**config.mk**
```make
export PLATFORM = sky130hd
export DESIGN_NAME = gsv_ctrl
export DESIGN_NICKNAME = d
export VERILOG_FILES = /design/src/design/gsv_pkg.sv /design/src/design/gsv_ctrl.sv
export SDC_FILE = /design/constraint.sdc
export NUM_CORES = 1
export LEC_CHECK = 0
export ABC_AREA = 1
export BUFFER_PORTS_ARGS = -buffer_cell sky130_fd_sc_hd__buf_2
export CAP_MARGIN = 20
export CORE_MARGIN = 3
export CORE_UTILIZATION = 60
export CTS_CLUSTER_DIAMETER = 200
export DETAILED_ROUTE_END_ITERATION = 10
export HOLD_SLACK_MARGIN = 0.03
export PLACE_DENSITY_LB_ADDON = 0.2
export SLEW_MARGIN = 20
export SYNTH_ARGS = -nofsm -noshare
export SYNTH_HDL_FRONTEND = slang
export SYNTH_SLANG_ARGS = --single-unit
```
**constraint.sdc**
```tcl
create_clock -name clock -period 12.9 [get_ports clock]
set_input_delay 3.225 -clock clock [delete_from_list [all_inputs] [get_ports clock]]
set_output_delay 3.225 -clock clock [all_outputs]
set_load 0.02 [all_outputs]
```
**src/design/gsv_pkg.sv**
```systemverilog
// Shared types and codes for the growable stack vector.
package gsv_pkg;

   localparam int unsigned KIND_W   = 3;
   localparam int unsigned INDEX_W  = 8;
   localparam int unsigned VALUE_W  = 32;
   localparam int unsigned STATUS_W = 3;
   localparam int unsigned COUNT_W  = 9;
   localparam int unsigned CSR_IDX_W = 1;

   localparam logic [KIND_W-1:0] KIND_APPEND = 3'd0;
   localparam logic [KIND_W-1:0] KIND_REMOVE = 3'd1;
   localparam logic [KIND_W-1:0] KIND_GET    = 3'd2;
   localparam logic [KIND_W-1:0] KIND_SET    = 3'd3;
   localparam logic [KIND_W-1:0] KIND_QUERY  = 3'd4;

   localparam logic [STATUS_W-1:0] ST_OK      = 3'd0;
   localparam logic [STATUS_W-1:0] ST_INVALID = 3'd1;
   localparam logic [STATUS_W-1:0] ST_FIXED   = 3'd2;
   localparam logic [STATUS_W-1:0] ST_ALLOC   = 3'd3;
   localparam logic [STATUS_W-1:0] ST_EMPTY   = 3'd4;
   localparam logic [STATUS_W-1:0] ST_BOUNDS  = 3'd5;

   localparam logic [CSR_IDX_W-1:0] CSR_INIT_CAP   = 1'b0;
   localparam logic [CSR_IDX_W-1:0] CSR_BLOCK_SIZE = 1'b1;

   localparam logic [COUNT_W-1:0] RESET_INIT_CAP   = 9'd8;
   localparam logic [COUNT_W-1:0] RESET_BLOCK_SIZE = 9'd8;

   typedef struct packed {
      logic [STATUS_W-1:0] status;
      logic                take_read;
      logic [COUNT_W-1:0]  count;
      logic [COUNT_W-1:0]  capacity;
   } gsv_result_type;

endpackage

```
**src/design/gsv_ctrl.sv**
```systemverilog
// Size and capacity bookkeeping, configuration registers and memory command decode.
module gsv_ctrl
   import gsv_pkg::*;
#(
   parameter int unsigned DEPTH = 256
) (
   input  logic                                    clock,
   input  logic                                    reset,
   input  logic                                    csr_we,
   input  logic [CSR_IDX_W-1:0]                    csr_index,
   input  logic [COUNT_W-1:0]                      csr_data,
   input  logic                                    op_accept,
   input  logic [KIND_W-1:0]                       op_kind,
   input  logic [INDEX_W-1:0]                      op_index,
   input  logic [VALUE_W-1:0]                      op_value,
   output logic                                    mem_en,
   output logic                                    mem_we,
   output logic [(DEPTH > 1 ? $clog2(DEPTH) : 1)-1:0] mem_addr,
   output logic [VALUE_W-1:0]                      mem_wdata,
   output gsv_result_type                          result
);

   localparam int unsigned AW = DEPTH > 1 ? $clog2(DEPTH) : 1;
   localparam int unsigned CW = $clog2(DEPTH + 1);
   localparam int unsigned XW = (CW > COUNT_W ? CW : COUNT_W) + 2;
   localparam int unsigned IW = AW > INDEX_W ? AW : INDEX_W;
   localparam logic [XW-1:0] DEPTH_X = XW'(DEPTH);

   logic [CW-1:0]      size_ff, size_in;
   logic [CW-1:0]      cap_ff, cap_in;
   logic [COUNT_W-1:0] init_ff, init_in;
   logic [COUNT_W-1:0] blk_ff, blk_in;

   logic [XW-1:0] size_x, cap_x, blk_x, init_x, floor_x, grown_x, new_size_x, new_cap_x;
   logic [IW-1:0] index_w;
   logic [CW-1:0] size_dec;
   logic [STATUS_W-1:0] status;
   logic take_read;

   assign size_x   = XW'(size_ff);
   assign cap_x    = XW'(cap_ff);
   assign blk_x    = XW'(blk_ff);
   assign init_x   = XW'(init_ff);
   assign floor_x  = (init_x > DEPTH_X) ? DEPTH_X : init_x;
   assign grown_x  = cap_x + blk_x;
   assign index_w  = IW'(op_index);
   assign size_dec = size_ff - CW'(1);

   always_comb begin
      status     = ST_OK;
      take_read  = 1'b0;
      new_size_x = size_x;
      new_cap_x  = cap_x;
      mem_en     = 1'b0;
      mem_we     = 1'b0;
      mem_addr   = index_w[AW-1:0];
      mem_wdata  = op_value;
      case (op_kind)
         KIND_APPEND: begin
            if (op_value == '0) begin
               status = ST_INVALID;
            end else if (size_x >= cap_x && blk_x == '0) begin
               status = ST_FIXED;
            end else if (size_x >= cap_x && grown_x > DEPTH_X) begin
               status = ST_ALLOC;
            end else begin
               if (size_x >= cap_x) begin
                  new_cap_x = grown_x;
               end
               if (size_x < DEPTH_X) begin
                  mem_en     = 1'b1;
                  mem_we     = 1'b1;
                  mem_addr   = size_ff[AW-1:0];
                  new_size_x = size_x + XW'(1);
               end else begin
                  status = ST_ALLOC;
               end
            end
         end
         KIND_REMOVE: begin
            if (size_x == '0) begin
               status = ST_EMPTY;
            end else begin
               new_size_x = XW'(size_dec);
               mem_en     = 1'b1;
               mem_addr   = size_dec[AW-1:0];
               take_read  = 1'b1;
               if (blk_x != '0 && cap_x > floor_x &&
                   (cap_x - XW'(size_dec)) >= (blk_x << 1)) begin
                  new_cap_x = cap_x - blk_x;
               end
            end
         end
         KIND_GET: begin
            if (XW'(op_index) >= size_x) begin
               status = ST_BOUNDS;
            end else begin
               mem_en    = 1'b1;
               take_read = 1'b1;
            end
         end
         KIND_SET: begin
            if (XW'(op_index) >= size_x) begin
               status = ST_BOUNDS;
            end else begin
               mem_en = 1'b1;
               mem_we = 1'b1;
            end
         end
         KIND_QUERY: begin
            status = ST_OK;
         end
         default: begin
            status = ST_INVALID;
         end
      endcase
      if (!op_accept) begin
         mem_en = 1'b0;
      end
   end

   always_comb begin
      size_in = size_ff;
      cap_in  = cap_ff;
      init_in = init_ff;
      blk_in  = blk_ff;
      if (csr_we) begin
         case (csr_index)
            CSR_INIT_CAP: begin
               init_in = csr_data;
               size_in = '0;
               cap_in  = (XW'(csr_data) > DEPTH_X) ? CW'(DEPTH) : CW'(csr_data);
            end
            CSR_BLOCK_SIZE: begin
               blk_in = csr_data;
            end
            default: begin
               blk_in = blk_ff;
            end
         endcase
      end else if (op_accept) begin
         size_in = new_size_x[CW-1:0];
         cap_in  = new_cap_x[CW-1:0];
      end
   end

   always_ff @(posedge clock) begin
      if (reset) begin
         size_ff <= '0;
         cap_ff  <= (XW'(RESET_INIT_CAP) > DEPTH_X) ? CW'(DEPTH) : CW'(RESET_INIT_CAP);
         init_ff <= RESET_INIT_CAP;
         blk_ff  <= RESET_BLOCK_SIZE;
      end else begin
         size_ff <= size_in;
         cap_ff  <= cap_in;
         init_ff <= init_in;
         blk_ff  <= blk_in;
      end
   end

   assign result.status    = status;
   assign result.take_read = take_read;
   assign result.count     = new_size_x[COUNT_W-1:0];
   assign result.capacity  = new_cap_x[COUNT_W-1:0];

endmodule

```
# Word-level counts from Yosys, hierarchy flattened
# Cells that the tools add are included.
[word_totals] ff_bits=36 latchBits=0 ram_bits=0 mem_bits_ro=0 input_bits=57 output_inout_bits=64 word_cells=81 memories=0
[classes] addsub=5 n_mul=0 div_mod_pow=0 magnitude_cmp=8 eq_ne=5 shift=0 muxes=44 bitwise=1 n_reduce_logical=14
[ops] op="$mux 9" count=19
[ops] op="$mux 8" count=5
[ops] op="$pmux 9 s2" count=2
[ops] op="$logic_not 32->1" count=1
[ops] op="$logic_not 11->1" count=2
[ops] op="$gt 9x9->1 const B" count=2
[ops] op="$pmux 8 s2" count=1
[ops] op="$pmux 3 s4" count=1
[ops] op="$ge 11x10->1" count=1
[ops] op="$reduce_bool 11->1" count=1
[ops] op="$add 9x9->10" count=1
[ops] op="$gt 10x9->1 const B" count=1
[ops] op="$sub 9x9->10" count=1
[ops] op="$add 9x1->9 const B" count=1
[ops] op="$ge 8x9->1" count=1
[ops] op="$ge 9x9->1" count=1
[ops] op="$gt 9x9->1" count=1
[ops] op="$lt 9x9->1 const B" count=1
[ops] op="$sub 9x1->9 const B" count=1
[ops] op="$sub 9x9->9" count=1
[ops] op="$mux 2" count=4
[ops] op="$mux 1" count=7
[ops] op="$eq 3x2->1 const B" count=2
[ops] op="$mux 3" count=2
[ops] op="other kinds (11)" count=17

# Logic depth before layout (Yosys ltp)
[logic_depth] word_depth=10 depth_mapped=27 depth_no_buf=27

# Least setup slack after synthesis
# Ideal clock, no wire load.
[synth_timing] kind="input to output" startpoint="input port op_kind[2]" endpoint="output port result[15] (netlist name)" t_arrival_ps=4803 required_ps=9675 setup_slack_ps=4872 cell_stages=9 n_path_buf=0 cell_sequence="nor2_2 -> clkinv_1 -> nor2_1 -> inv_1 -> nor2_1 -> inv_1 -> nor2_1 -> nor2_1 -> a21boi_0"
[synth_lines] element="start, declared" line="gsv_ctrl.sv:13" text="input logic [KIND_W-1:0] op_kind,"
[synth_lines] element="end, declared" line="gsv_ctrl.sv:20" text="output gsv_result_type result"

==> impl_metrics.json <==
{
  "fin_util": 0.680,
  "postSynthAreaPerCell_um2": 6.30,
  "cts_tree": "yes",
  "grt_pass1_vias": 5645,
  "worstMarginPinSlew_ps": 915,
  "grt_antenna_before_repair": 0,
  "portBuffers": 120,
  "finalWorstSetupSlack_ps": 3090,
  "sw_frac_of_total": 0.474,
  "yosys.area_share.simple": 0.301,
  "syn_to_final_growth_pct": 8.63,
  "synth_top_family_by_area": "simple AND/OR/NAND/NOR gates",
  "cap_violations": 0,
  "synth_area_leaders": "ha_1 15%, dfxtp_1 14%, nand2_1 13%, a21oi_1 7.3%, inv_1 5.8%",
  "pwr-share-comb": 0.533,
  "num_vias": 6054,
  "fp.coreArea_um2": 8340,
  "seqPwrFrac": 0.272,
  "post-place-ws_ps": 3240,
  "p_switching_mw": 0.229,
  "dieArea_um2": 9860,
  "hpwl_um": 13300,
  "skew_ps": 10.2,
  "dieWidth_um": 99.3,
  "rsz0062_at_grt": "false",
  "gr-usage-all-layers": 0.331,
  "synthMuxAreaShare": 0,
  "synth.yosys.seq_area_share": 0.138,
  "syn-num-nets": 952,
  "grt_pass1_wl_um": 26700,
  "viasPerCell": 6.04,
  "cts.sinks": 36,
  "power.share.clock": 0.195,
  "drive_above_1_share": 0.184,
  "worstPathRequired_ps": 9680,
  "fin_cells": 1003,
  "initial_core_util": 0.626,
  "async_reset_ff_frac": 0,
  "synth.distinct_cells": 50,
  "fillers": 761,
  "leakagePower_nw": 2.93,
  "dp_cells": 996,
  "holdBufCountCts": 0,
  "critPathArrivalTime_ps": 6580,
  "yosysWarnings": 0,
  "drtIter0Drc": 496,
  "whs_ps": 482,
  "grt_max_degree": 26,
  "path_clk_slew_ps": 70,
  "synth_area_leader_cell": "ha_1",
  "power_density_nw_per_um2": 85.0,
  "wl_um": 16700,
  "ir_worst_vdd_uv": 61.2,
  "totalPowerFinal_mw": 0.482,
  "synth_edf_count": 0,
  "syn_inst": 828,
  "drc": 0,
  "period_share": 0.760,
  "status": "completed",
  "fmax_mhz": 102,
  "wire_per_inst_um": 16.6,
  "timing.final.hold_violations": 0,
  "synth_top_area_frac": 0.153,
  "final-setup-viol-count": 0,
  "critical_path_class": "in2out",
  "cts_buffer_depth": 2,
  "layout.nets": 1022,
  "synthesis.area_um2": 5220,
  "cts_resized": 0,
  "synth-compound-area-share": 0.220,
  "synth_seq_cells": 36,
  "p_int_mw": 0.253,
  "firstDrtPassIters": 5,
  "fin_area_um2": 5670,
  "yosys.area_share.adder": 0.165,
  "overflow": 0,
  "yosysMostFrequentCell": "nand2_1",
  "worstSkewPairLatency_ps": 300,
  "htreeDepth": 2,
  "die_h_um": 99.3,
  "ios": 121,
  "max_slew_margin": 0.385,
  "cts_setup_buffers": 0,
  "rows": 33,
  "cts_root_buffer": "clkbuf_8",
  "synthXorXnorAreaFrac": 0.0369,
  "end_kind": "primary output",
  "postPlaceCellArea_um2": 5570,
  "min_path_type": "reg2reg",
  "maxSlewViolCount": 0,
  "tns_ps": 0,
  "cts_made_buffers": 5,
  "gp_congestion": 1.03,
  "start_kind": "input pin",
  "critPathMaxFanout": 25,
  "synthTopCellsByCount": "178 x nand2_1, 80 x inv_1, 76 x a21oi_1, 74 x nor2_1, 64 x ha_1",
  "ant_nets": 0,
  "synthFlopType": "dfxtp_1",
  "post-route-min-period_ps": 9810,
  "antennaDiodeCount": 0
}
path summary, 6_finish.rpt:
kind / slack [ps] / start / cells past startpoint / to
hold reg to reg: 480 / init_ff[4]$_SDFFE_PP0P_ / 2 / init_ff[4]$_SDFFE_PP0P_
hold / removal: 480 / init_ff[4]$_SDFFE_PP0P_ / 2 / init_ff[4]$_SDFFE_PP0P_
setup / recovery: 3090 / op_kind[2] / 11 / result[14]
setup reg to reg: 8540 / size_ff[1]$_SDFFE_PP0P_ / 23 / cap_ff[4]$_SDFFE_PP0P_
layout make-up:
class	count	area (µm²)	share of cell area
inverter	93	350	0.0618
clock buffer	7	96.3	0.0170
multi-input combinational	642	3770	0.665
tap	105	131	0.0232
sequential	36	721	0.127
timing repair buffer	120	601	0.106
power groups by stage:
stage	combinational, mW	clock [mW]	sequential (mW)
3_5_place_dp	0.251	0	0.133
2_1_floorplan	0.193	0	0.127
3_3_place_gp	0.244	0	0.133
6_report	0.257	0.0941	0.131
5_1_grt	0.285	0.0989	0.132
4_1_cts	0.252	0.0948	0.131
layer usage:
metal,GRT usage,vias to the layer above,share of wire
met5,0,-,0
met1,0.424,2703,0.39
li1,-,2908,-
met4,0.153,0,0.041
met3,0.0456,60,0.12
met2,0.549,383,0.45
worst max-delay path: stages:
cell,delay [ps]
buf_2,120
nor2_2,350
clkinv_1,740
nor2_1,900
inv_1,350
nor2_1,170
inv_1,100
nor2_1,170
nor2_1,70
a21boi_0,190
buf_2,190
state kept, by name, summed over array words and instances, names as in the netlist:
register  cells
blk_ff        9
cap_ff        9
size_ff       9
init_ff       9
cells by family after synthesis:
kind of cell	Yosys count
AOI/OAI and AO/OA	197
xor gates and xnor gates	22
DFF	36
adders and majority gates	67
buffers and inverters	150
and+or+nand+nor	356
placed cells by master (no fill, tap or decap), types with 2 or more instances in the layout:
master and count:
nor4_1 5, a211oi_1 4, inv_1 80, o22ai_1 2, nor2_2 5, nand3_1 51
nor3_1 10, a31oi_1 9, xnor2_1 5, a21boi_0 6, a21oi_1 76, xor2_1 17
dfxtp_1 36, fa_1 3, nand4_1 12, o31ai_1 2, nand3b_1 3, o21ai_1 5
a21o_1 4, nand3_2 6, inv_2 10, o211ai_1 15, buf_2 120, nand2_2 6
clkinv_1 2, a21oi_2 5, nor2_1 74, nand2_1 178, o21ai_0 54, ha_1 64
clkbuf_8 7, o21bai_1 7
(Power assumes the default switching activity.)
